$ cat config.mk
export PLATFORM = sky130hd
export DESIGN_NAME = egsa_queue
export DESIGN_NICKNAME = d
export VERILOG_FILES = /design/src/egsa_queue.sv
export SDC_FILE = /design/constraint.sdc
export NUM_CORES = 1
export LEC_CHECK = 0
export BUFFER_PORTS_ARGS = -buffer_cell sky130_fd_sc_hd__clkbuf_2
export CAP_MARGIN = 20
export CORE_MARGIN = 2
export CORE_UTILIZATION = 45
export CTS_CLUSTER_SIZE = 28
export DETAILED_ROUTE_END_ITERATION = 12
export PLACE_DENSITY_LB_ADDON = 0.12
export SLEW_MARGIN = 20
export SYNTH_ARGS = -nofsm -noshare
export SYNTH_HDL_FRONTEND = slang
export SYNTH_SLANG_ARGS = --single-unit
$ cat constraint.sdc
create_clock -name clk -period 1.3 [get_ports clk]
set_input_delay 0.26 -clock clk [delete_from_list [all_inputs] [get_ports clk]]
set_output_delay 0.26 -clock clk [all_outputs]
set_load 0.01 [all_outputs]
$ cat src/egsa_queue.sv
`default_nettype none
module egsa_queue #(
  parameter int W = 8
) (
  input  wire logic clk,
  input  wire logic rst,
  input  wire logic push,
  input  wire logic [W-1:0] wdata,
  input  wire logic pop,
  output logic [W-1:0] rdata,
  output logic full,
  output logic not_empty
);

  logic [W-1:0] slot [2];
  logic wr_ptr;
  logic rd_ptr;
  logic [1:0] count;

  always_ff @(posedge clk) begin
    if (push) begin
      slot[wr_ptr] <= wdata;
    end
  end

  always_ff @(posedge clk) begin
    if (rst) begin
      wr_ptr <= 1'b0;
      rd_ptr <= 1'b0;
      count <= 2'd0;
    end else begin
      if (push) wr_ptr <= !wr_ptr;
      if (pop) rd_ptr <= !rd_ptr;
      if (push && !pop) count <= count + 2'd1;
      else if (pop && !push) count <= count - 2'd1;
    end
  end

  assign rdata = slot[rd_ptr];
  assign full = count == 2'd2;
  assign not_empty = count != 2'd0;

endmodule
`default_nettype wire

After elaboration in Yosys (flattened, before gate mapping)
Memory sizes are Yosys's and may differ from the RTL's. A register that Yosys moved wholly into a read port is not among the register bits. Cells that the tools add are included.

$add $sub $neg: 2. Equality and inequality tests: 1. Muxes and demuxes: 6. Reductions and logical operators: 8.

Operator list (count): 1-bit zero test (4); 1-bit 2-to-1 mux (4); 2-bit 2-to-1 mux (2); 2-bit nonzero test (2); 2-bit by 1-bit adder with 2-bit output (second input constant) (1); 2-bit == test (second input constant) (1); 1-bit logical AND (2); 2-bit by 1-bit subtractor with 2-bit output (second input constant) (1).

Register bits: 4. Bits in writable memories: 16. Word-level logic and storage cells: 21. Memories: 1.

Memories: slot (depth 2, width 8, read ports 1, clocked after Yosys merged registers in 1, write ports 1, line 15) `logic [W-1:0] slot [2];`.

Logic depth before layout (Yosys ltp)
Depth in word-level cells: 4. Depth in mapped cells: 5.

Worst setup path after synthesis
No wires, ideal clock.

Path kind: input-to-reg. Start: in pop. End: reg count[1]. Library setup time: 70 ps. Data arrival time: 1056 ps. Required time: 1230 ps. Setup slack: 174 ps. Stages on the path: 4. Path buffers: 0. Path through: inv_1 -> ha_1 -> or3_1 -> a21oi_1.

Cells in the longest elaborated chain, start to end: 3.

RTL lines: from (decl) (line 9) `input wire logic pop,`; 1-bit zero test (line 34) `if (push && !pop) count <= count + 2'd1;`; 1-bit logical AND (line 34); 2-bit 2-to-1 mux or 2-bit nonzero test (tied branches); to (signal assigned) (line 34); to (signal assigned) (line 35) `else if (pop && !push) count <= count - 2'd1;`; to (decl) (line 18) `logic [1:0] count;`.

Several ways; a longest one is shown, not always the timed one. A chain may end at the register's enable or synchronous reset.

==> impl_metrics.py <==
metrics = {
    "power": {
        "p_clk_share_pct": 21.4,
        "ir_drop_v": 0.0006784,
        "p_sw_mw": 0.3076,
        "netSwitchingFraction_pct": 22.27,
        "p_comb_share_pct": 20.9,
        "p_per_area_nw_per_um2": 1291,
        "power_frac_seq_pct": 57.6,
        "leakage_nw": 0.4546,
        "cellInternalPower_mw": 1.073,
    },
    "final_layout": {
        "fin_nets": 90,
        "area_growth_pct": 36.15,
        "drive_above_1_share_pct": 53.95,
        "design_area_sq_um": 1070,
        "fin_util_pct": 63.33,
        "antennaDiodeCount": 0,
        "fillers": 139,
    },
    "yosys": {
        "postSynthCellCount": 47,
        "ys_types": 16,
        "yosys_warnings": 0,
        "avgSynthCellArea_sq_um": 16.72,
        "ys_seq_elements": 21,
        "syn_area_sq_um": 785.8,
        "postSynthNetCount": 60,
        "yosysSeqAreaShare_pct": 73.89,
    },
    "timing": {
        "worst_slew_pin_slew_ns": 0.3617,
        "slew_viol_final": 0,
        "clock-skew-final_ns": 0.008995,
        "fmax_mhz": 682.0,
        "hold_viol": 0,
        "grt_setup_unrepaired": "true",
        "worst_slack_ns": -0.1663,
        "setup_viol": 8,
        "period_needed_ns": 1.466,
        "slew_headroom_pct": 75.89,
        "period_share_pct": 112.8,
    },
    "critical_path": {
        "worstPathRequired_ns": 1.04,
        "crit_path_start_kind": "flop",
        "cpMostUsedCell": "buf_6",
        "cpPeakStageDelay_ns": 0.36,
        "worstSetupPathType": "reg2out",
        "end_kind": "output port",
        "arrival_ns": 1.21,
        "cp_cell_sequence": "buf_6 -> mux2_4 -> buf_6",
        "slowest_stage": "dfxtp_2",
        "r2r_start": "count[0]",
        "crit_fanout": 5,
    },
    "die": {
        "io_pins": 22,
        "die_h_um": 45.79,
        "rows": 15,
        "start_util_pct": 46.52,
        "dieWidth_um": 45.79,
        "core_area_sq_um": 1689,
        "die_area_sq_um": 2096,
    },
    "clock_network": {
        "h-tree-depth": 1,
        "cts_tree": "built",
        "cts.hold.buffers_added": 0,
        "numCtsBuffers": 3,
        "clk_latency_ns": 0.29,
        "clkTransAtPathRegs_ns": 0.11,
        "cts.sinks": 21,
        "clockBufferDepth": 2,
        "clock-root-buffer": "clkbuf_4",
    },
    "drt": {
        "wl_per_cell_um": 12.35,
        "remaining_drc_errors": 0,
        "ant_nets": 0,
        "vias_per_cell": 4.828,
        "routed_wl_um": 1149,
        "drt-initial-drc-count": 10,
        "vias": 449,
        "drtPass1Iterations": 4,
    },
    "grt": {
        "grt-ovfl-total": 0,
        "track_usage_pct": 11.33,
        "top_usage_layer": "met2",
        "met3_usage_pct": 3.571,
        "grt_max_degree": 12,
        "grt_use_met2_pct": 19.15,
        "grt_pass1_vias": 401,
        "antenna_found_initial": 0,
        "grt_pass1_wl_um": 1600,
        "gr-usage-met1_pct": 13.05,
    },
    "hold_path": {
        "worstHoldStart": "wdata[1]",
        "hold_path_class": "in2reg",
    },
    "outcome": {
        "status": "finished with violations",
        "violations": "setup timing",
    },
    "placement": {
        "post_dp_cell_area_sq_um": 937.1,
        "dp_hpwl_um": 840,
        "io_buffers": 21,
        "gp_congestion": 0.6674,
    },
    "flow_run": {
        "drv_cap": 0,
    },
}
sequential cells by signal, indices dropped and copies added, names as in the netlist, named ones only:
signal  count
count       2
rd_ptr      1
slot       16
wr_ptr      1
cell type report:
class	count	area, sq um	area share, %
clock buffer	4	26.28	2.456
inverter	1	3.754	0.3509
tap	17	21.27	1.988
sequential	21	583.1	54.50
timing repair buffer	26	206.4	19.30
multi-input combinational	24	229.0	21.40
cells in the mapped netlist, drive strengths merged:
| cell type | n | share of area [%] |
|---|---|---|
| and2 | 1 | 0.80 |
| inv | 1 | 0.48 |
| edfxtp | 16 | 61 |
| nor2b | 1 | 0.80 |
| o21ai | 1 | 0.64 |
| nor2 | 4 | 1.9 |
| mux2 | 8 | 11 |
| ha | 1 | 1.6 |
| or2 | 1 | 0.80 |
| and2b | 1 | 1.1 |
| dfxtp | 5 | 13 |
| xor2 | 2 | 2.2 |
| buf | 1 | 0.64 |
| a21oi | 1 | 0.64 |
| or3 | 1 | 0.80 |
| xnor2 | 2 | 2.2 |
worst max-delay path: cells and delay by family (launching register included):
kind                   cells  cell delay (ns)
multiplexers               1             0.30
buffers and inverters      2             0.25
flip-flops                 1             0.36
stage by stage:
step	setup TNS [ns]	power, mW	worst slack, ns	instances	hold WS [ns]
floorplan	0	0.9260	0.1740	47	0.3291
global placement	0	1.013	0.06624	88	0.4500
detailed placement	0	1.017	0.01604	88	0.4533
CTS	-1.233	1.337	-0.1703	93	0.1497
global route	-1.605	1.447	-0.2140	93	0.1348
finish	-1.232	1.381	-0.1663	93	0.1511
cell usage in the layout (no fill, tap or decap), drive strengths merged:
| cell | count |
|---|---|
| a21oi | 1 |
| and2 | 1 |
| and2b | 1 |
| buf | 14 |
| clkbuf | 16 |
| dfxtp | 5 |
| edfxtp | 16 |
| ha | 1 |
| inv | 1 |
| mux2 | 8 |
| nor2 | 4 |
| nor2b | 1 |
| o21ai | 1 |
| or2 | 1 |
| or3 | 1 |
| xnor2 | 2 |
| xor2 | 2 |
timing repair:
action	4_1_cts	5_1_grt
endpoints found under the setup margin	10	9
pin swaps	0	0
gates resized for setup	12	19
buffers inserted	1	0
routing by layer:
| metal | vias to the layer above | wire length [um] |
|---|---|---|
| li1 | 226 | - |
| met1 | 209 | 514 |
| met2 | 12 | 576 |
| met3 | 2 | 45 |
| met4 | 0 | 12 |
| met5 | - | 0 |
cell families after synthesis:
family                   count (synthesis)  synth area share (%)
XOR/XNOR                                 4                 4.459
AND/OR/NAND/NOR                          9                 6.212
flip-flops                              21                 73.89
adder cells (fa/ha/maj)                  1                 1.592
buffers and inverters                    2                 1.114
AO/OA/AOI/OAI                            2                 1.273
multiplexers                             8                 11.47
power by group through the flow:
stage | sequential, mW | combinational, mW | clock [mW]
6_report | 0.796 | 0.289 | 0.296
2_1_floorplan | 0.804 | 0.122 | 0
3_3_place_gp | 0.809 | 0.204 | 0
3_5_place_dp | 0.811 | 0.207 | 0
4_1_cts | 0.796 | 0.241 | 0.300
5_1_grt | 0.801 | 0.312 | 0.334
final timing paths:
check | to | slack [ns] | cells past startpoint
max | rdata[3] | -0.17 | 3
min | slot[1][1] | 0.15 | 1
max reg2reg | count[1] | 0.16 | 4
min reg2reg | count[1] | 0.51 | 2
Power figures use the tool's default switching activity.
