==> config.mk <==
export PLATFORM = sky130hd
export DESIGN_NAME = egsa_front_flat
export DESIGN_NICKNAME = d
export VERILOG_FILES = /design/src/egsa_pkg.sv /design/src/egsa_if.sv /design/src/egsa_front.sv /design/src/flat_wrapper.sv
export SDC_FILE = /design/constraint.sdc
export NUM_CORES = 1
export LEC_CHECK = 0
export BUFFER_PORTS_ARGS = -buffer_cell sky130_fd_sc_hd__clkbuf_2
export CAP_MARGIN = 20
export CORE_MARGIN = 2
export CORE_UTILIZATION = 38
export DETAILED_ROUTE_END_ITERATION = 8
export PLACE_DENSITY = 0.86
export SYNTH_ARGS = -nofsm -noshare
export SYNTH_HDL_FRONTEND = slang
export SYNTH_SLANG_ARGS = --single-unit
==> constraint.sdc <==
create_clock -name clk -period 2.37 [get_ports clk]
set_input_delay 0.1185 -clock clk [delete_from_list [all_inputs] [get_ports clk]]
set_output_delay 0.1185 -clock clk [all_outputs]
set_load 0.005 [all_outputs]
==> src/egsa_pkg.sv <==
`default_nettype none
package egsa_pkg;

  // configuration port
  localparam int CFG_IDX_W = 1;
  localparam int CFG_DATA_W = 7;
  localparam logic [CFG_IDX_W-1:0] CFG_CHANS_IN_USE = 1'd0;
  localparam logic [CFG_IDX_W-1:0] CFG_SEQ_LEN = 1'd1;
  localparam logic [CFG_DATA_W-1:0] CFG_RESET_VAL = 7'd64;

  // result status codes
  localparam logic [1:0] STATUS_OK = 2'd0;
  localparam logic [1:0] STATUS_SKIP = 2'd1;
  localparam logic [1:0] STATUS_POS_RANGE = 2'd2;
  localparam logic [1:0] STATUS_SAT = 2'd3;

  // classification of one request, front to back
  typedef struct packed {
    logic skip;
    logic pos_bad;
    logic last;
  } egsa_cls_t;

endpackage
`default_nettype wire

==> src/egsa_if.sv <==
`default_nettype none
interface egsa_item_if;
  logic valid;
  logic ready;
  logic [7:0] token_id;
  logic [5:0] position;
  logic [5:0] channel;
  logic signed [31:0] grad;
  logic last_item;

  modport source(output valid, token_id, position, channel, grad, last_item, input ready);
  modport sink(input valid, token_id, position, channel, grad, last_item, output ready);
endinterface

`default_nettype wire

==> src/egsa_front.sv <==
`default_nettype none
module egsa_front #(
  parameter int VOCAB_ROWS = 256,
  parameter int MAX_POSITIONS = 64,
  parameter int MAX_CHANNELS = 64,
  parameter int TA_W = 14,
  parameter int PA_W = 12
) (
  input  wire logic clk,
  input  wire logic rst,
  input  wire logic cfg_we,
  input  wire logic [egsa_pkg::CFG_IDX_W-1:0] cfg_index,
  input  wire logic [egsa_pkg::CFG_DATA_W-1:0] cfg_data,
  egsa_item_if.sink item,
  input  wire logic q_full,
  input  wire logic clearing,
  output logic push,
  output egsa_pkg::egsa_cls_t cls,
  output logic [TA_W-1:0] tok_addr,
  output logic [PA_W-1:0] pos_addr,
  output logic [31:0] grad
);

  localparam int TOK_W = $clog2(VOCAB_ROWS);

  logic [egsa_pkg::CFG_DATA_W-1:0] chans_in_use;
  logic [egsa_pkg::CFG_DATA_W-1:0] seq_len;
  logic [TOK_W-1:0] wrap_lut [256];
  logic [TOK_W-1:0] tok_row;
  logic chan_ok;
  logic pos_ok;

  always_ff @(posedge clk) begin
    if (rst) begin
      chans_in_use <= egsa_pkg::CFG_RESET_VAL;
      seq_len <= egsa_pkg::CFG_RESET_VAL;
    end else if (cfg_we) begin
      case (cfg_index)
        egsa_pkg::CFG_CHANS_IN_USE: chans_in_use <= cfg_data;
        egsa_pkg::CFG_SEQ_LEN: seq_len <= cfg_data;
        default: ;
      endcase
    end
  end

  // token id wraps modulo the vocabulary size
  for (genvar g = 0; g < 256; g++) begin : g_wrap
    assign wrap_lut[g] = TOK_W'(g % VOCAB_ROWS);
  end

  assign tok_row = wrap_lut[item.token_id];
  assign chan_ok = (7'(item.channel) < chans_in_use) && (int'(item.channel) < MAX_CHANNELS);
  assign pos_ok = (7'(item.position) < seq_len) && (int'(item.position) < MAX_POSITIONS);

  assign item.ready = !q_full && !clearing;
  assign push = item.valid && item.ready;

  assign cls.skip = !chan_ok;
  assign cls.pos_bad = chan_ok && !pos_ok;
  assign cls.last = item.last_item;
  assign tok_addr = TA_W'(int'(tok_row) * MAX_CHANNELS + int'(item.channel));
  assign pos_addr = PA_W'(int'(item.position) * MAX_CHANNELS + int'(item.channel));
  assign grad = item.grad;

endmodule
`default_nettype wire

==> src/flat_wrapper.sv <==
// flat-port wrapper written by rule: the top's interface ports become plain ports
module egsa_front_flat 
#(
  parameter int VOCAB_ROWS = 256,
  parameter int MAX_POSITIONS = 64,
  parameter int MAX_CHANNELS = 64,
  parameter int TA_W = 14,
  parameter int PA_W = 12
)
  (clk, rst, cfg_we, cfg_index, cfg_data, q_full, clearing, push, cls, tok_addr, pos_addr, grad, item_valid, item_token_id, item_position, item_channel, item_grad, item_last_item, item_ready);
  egsa_item_if item_i ();
  input  wire logic clk;
  input  wire logic rst;
  input  wire logic cfg_we;
  input  wire logic [egsa_pkg::CFG_IDX_W-1:0] cfg_index;
  input  wire logic [egsa_pkg::CFG_DATA_W-1:0] cfg_data;
  input  wire logic q_full;
  input  wire logic clearing;
  output logic push;
  output egsa_pkg::egsa_cls_t cls;
  output logic [TA_W-1:0] tok_addr;
  output logic [PA_W-1:0] pos_addr;
  output logic [31:0] grad;
  input wire logic [$bits(item_i.valid)-1:0] item_valid;
  input wire logic [$bits(item_i.token_id)-1:0] item_token_id;
  input wire logic [$bits(item_i.position)-1:0] item_position;
  input wire logic [$bits(item_i.channel)-1:0] item_channel;
  input wire logic [$bits(item_i.grad)-1:0] item_grad;
  input wire logic [$bits(item_i.last_item)-1:0] item_last_item;
  output wire logic [$bits(item_i.ready)-1:0] item_ready;
  assign item_i.valid = item_valid;
  assign item_i.token_id = item_token_id;
  assign item_i.position = item_position;
  assign item_i.channel = item_channel;
  assign item_i.grad = item_grad;
  assign item_i.last_item = item_last_item;
  assign item_ready = item_i.ready;
  egsa_front #(.VOCAB_ROWS(VOCAB_ROWS), .MAX_POSITIONS(MAX_POSITIONS), .MAX_CHANNELS(MAX_CHANNELS), .TA_W(TA_W), .PA_W(PA_W)) u_core (.clk(clk), .rst(rst), .cfg_we(cfg_we), .cfg_index(cfg_index), .cfg_data(cfg_data), .item(item_i), .q_full(q_full), .clearing(clearing), .push(push), .cls(cls), .tok_addr(tok_addr), .pos_addr(pos_addr), .grad(grad));
endmodule
Yosys cells after proc, flatten, opt, wreduce, memory -nomap -nowiden --
Memory sizes are Yosys's and may differ from the RTL's. Cells that the tools add are included.
Operators by class: add/sub/neg operators 2, $lt $le $gt $ge 3, muxes and demuxes 2, bitwise operators 2, reduce and logical (&&, ||, !) cells 9
Operator list (number):
- $mux W8 | 2
- $add A14 B6 Y14 | 1
- $lt A6 B7 Y1 | 2
- $add A12 B6 Y12 | 1
- $ge A9 B9 Y1 const B | 1
- $not A8 Y9 | 1
- $logic_not A1 Y1 | 4
- $reduce_and A2 Y1 | 2
- $logic_and A1 B1 Y1 | 3
- $not A1 Y1 | 1
Storage, ports and cells: bits in registers 14, ROM bits 2048, bits of input ports 67, output and inout port bits 63, word-level logic and storage cells 21, memories 1
Memory list:
- (no name shown) | words 256, bits a word 8, read ports 1, clocked after memory_dff 0, wr ports 0, RTL line egsa_front.sv:51 | assign tok_row = wrap_lut[item.token_id];

Depth between registers and ports, before layout --
depth after elaboration 5, gate-level depth with buffers 6, gate-level depth less buffers 6

Worst setup path after synthesis --
No wires, ideal clock.
kind register -> output, start register u_core.chans_in_use[5] (netlist name), end output port cls[1] (netlist name), arrival time 1.245 ns, required time 2.251 ns, setup slack 1.007 ns, cell stages (with the launch flop) 6, buffers on the path 0, cell sequence dfxtp_1 inv_1 ha_1 and2_4 a221oi_2 o221a_2
RTL lines:
- start, declared | RTL line egsa_front.sv:26 | logic [egsa_pkg::CFG_DATA_W-1:0] chans_in_use;
- start signal, assigned | RTL line egsa_front.sv:35 | chans_in_use <= egsa_pkg::CFG_RESET_VAL;
- start signal, assigned | RTL line egsa_front.sv:39 | egsa_pkg::CFG_CHANS_IN_USE: chans_in_use <= cfg_data;
- end, declared | RTL line flat_wrapper.sv:20 | output egsa_pkg::egsa_cls_t cls;

==> flow_metrics.tcl <==
set metrics [dict create \
    status "finished clean" \
    critPathKind "reg -> out" \
    cts_tree "yes" \
    ys_ff_latch 14 \
    drive_gt1_frac 0.367 \
    grt_pass1_vias 764 \
    synth_area_leaders "buf_4 37%, dfxtp_1 23%, ha_1 10%" \
    avgSynthCellArea_um2 7.77 \
    fin_crit_ns 1.81 \
    grt_overflow 0 \
    cts_sinks 14 \
    row_count 20 \
    grtUsageTotal 0.114 \
    clk_latency_ns 0.27 \
    routedWlPerCell_um 10.9 \
    routed_wl_um 2080 \
    netlist_instances 159 \
    finalSetupViolations 0 \
    cts_resized 0 \
    fp.dieH_um 61.0 \
    fillerInstances 344 \
    slew_headroom 0.806 \
    finalSetupTns_ns 0 \
    synth_area_um2 1230 \
    synth.distinct_cells 21 \
    cp.required_ns 2.25 \
    synth_common_cells "61 x buf_4, 22 x nand2_1, 17 x a21oi_1, 14 x dfxtp_1" \
    slew_violations 0 \
    power_leakage_nw 0.510 \
    dp_hpwl_um 1820 \
    post_cts_buffers 0 \
    clockRootBuffer "clkbuf_4" \
    seqCellArea_um2 280 \
    min-delay-start "cfg_data[3]" \
    vdd.ir_drop.worst_mv 0.175 \
    place_congestion 0.741 \
    ant_nets 0 \
    synth_edf_count 0 \
    fin_nets 226 \
    ios 130 \
    yosysSeqAreaShare 0.227 \
    synth_nets 236 \
    grt_first_pass_wirelength_um 3110 \
    postCtsHoldBufs 0 \
    dieArea_um2 3720 \
    port_buffers 47 \
    avgViaCountPerCell 4.61 \
    multi_input_area_um2 455 \
    p_per_area_nw_per_um2 459 \
    netlist.area_leader.share 0.371 \
    dominantRegCellSynth "dfxtp_1" \
    async_flop_share 0 \
    diodes 0 \
    core_area_um2 3080 \
    num_vias 881 \
    cts.clk_slew.worst_paths_ns 0.08 \
    rsz0062_at_grt "no" \
    die_w_um 61.0 \
    final_area_um2 1090 \
    drc 0 \
    cp.arrival_ns 1.69 \
    synth_top_cell_by_area "buf_4" \
    post-synth-top-count-cell "buf_4" \
    first_pass_iters 4 \
    timing.rr.start "u_core.seq_len[6]" \
    grt_start_max_net_pins 15 \
    cp_max_fo 2 \
    crit_start "u_core.chans_in_use[5]" \
    start_util 0.401 \
    final_util 0.353 \
    skew_ns 0 \
    worstSetupStartpointType "flop" \
    syn2layout_area_growth_pct -12.1 \
    maxCapViolations 0 \
    htree_levels 1 \
    cts-buffers-inserted 3 \
    hold_ws_ns 0.0780 \
    hp-class "in -> reg" \
    final.period_utilization 0.765 \
    antenna_found_initial 0 \
    placed_cell_area_um2 1060 \
    fmax_mhz 552 \
    first_iter_violations 23 \
    worst_pin_slew_ns 0.292 \
    p_total_w 0.000499 \
    clockBufferDepth 2 \
    end_kind "primary output" \
    synth_warnings 0 \
    final_hold_viol_count 0 \
]
## flip-flops by register name (all words and copies together), names as in the netlist
name	count
u_core.chans_in_use	7
u_core.seq_len	7
## per-layer routing
layer | global-route usage | share of wire
met1 | 0.134 | 0.41
met2 | 0.158 | 0.46
met3 | 0.0768 | 0.12
met4 | 0.0590 | 0.016
met5 | 0 | 0
## layout make-up
class,instances,share of cell area
Clock buffer,3,0.0207
Inverter,10,0.0346
Multi-Input combinational cell,73,0.419
Sequential cell,14,0.258
Tap cell,44,0.0507
Timing Repair Buffer,47,0.217
## where the power goes
group | internal (W) | switching, W
registers | 0.000247 | 0.00000663
logic | 0.0000574 | 0.0000583
clock network | 0.0000589 | 0.0000707
total | 0.000363 | 0.000136
## stage by stage
step | worst slack [ns] | std cells
floorplan | 1.01 | 159
global placement | 0.889 | 188
detailed placement | 0.831 | 188
CTS | 0.524 | 191
global route | 0.471 | 191
finish | 0.557 | 191
## critical path: stages (launching register included)
cell,delay [ns]
dfxtp_1,0.33
inv_1,0.04
ha_1,0.29
and2_4,0.17
a221oi_2,0.25
o221a_2,0.22
clkbuf_2,0.11
## final timing paths
path              slack (ns)  cells after the start                      to
setup reg to reg        1.69                      1       u_core.seq_len[6]
setup / recovery        0.56                      6                  cls[1]
hold reg to reg         0.46                      2       u_core.seq_len[5]
hold / removal          0.08                      3  u_core.chans_in_use[3]
## cell families (layout without fill, tap and decap cells)
group	after synthesis	in the layout	synth area share
buffers and inverters	72	60	0.404
AND/OR/NAND/NOR	41	41	0.162
AO/OA/AOI/OAI	22	22	0.105
flip-flops	14	14	0.227
adder cells (fa/ha/maj)	10	10	0.101
## placed cells by master, fill, tap and decap left out
cell type,Yosys,final
inv_1,10,10
o221a_2,1,1
nor2b_1,1,1
a211o_1,1,1
dfxtp_1,14,14
o21ai_0,2,2
nand3_1,8,8
ha_1,10,10
nand2b_1,2,2
and2b_2,1,1
nand3b_1,1,1
nor2_1,1,1
clkbuf_4,0,3
nand2_1,22,22
and3_1,1,1
nand4b_1,2,2
a221oi_2,1,1
clkbuf_2,0,47
and2_1,1,1
a21oi_1,17,17
and2_4,1,1
No activity file was read; power rests on OpenSTA's default activity.
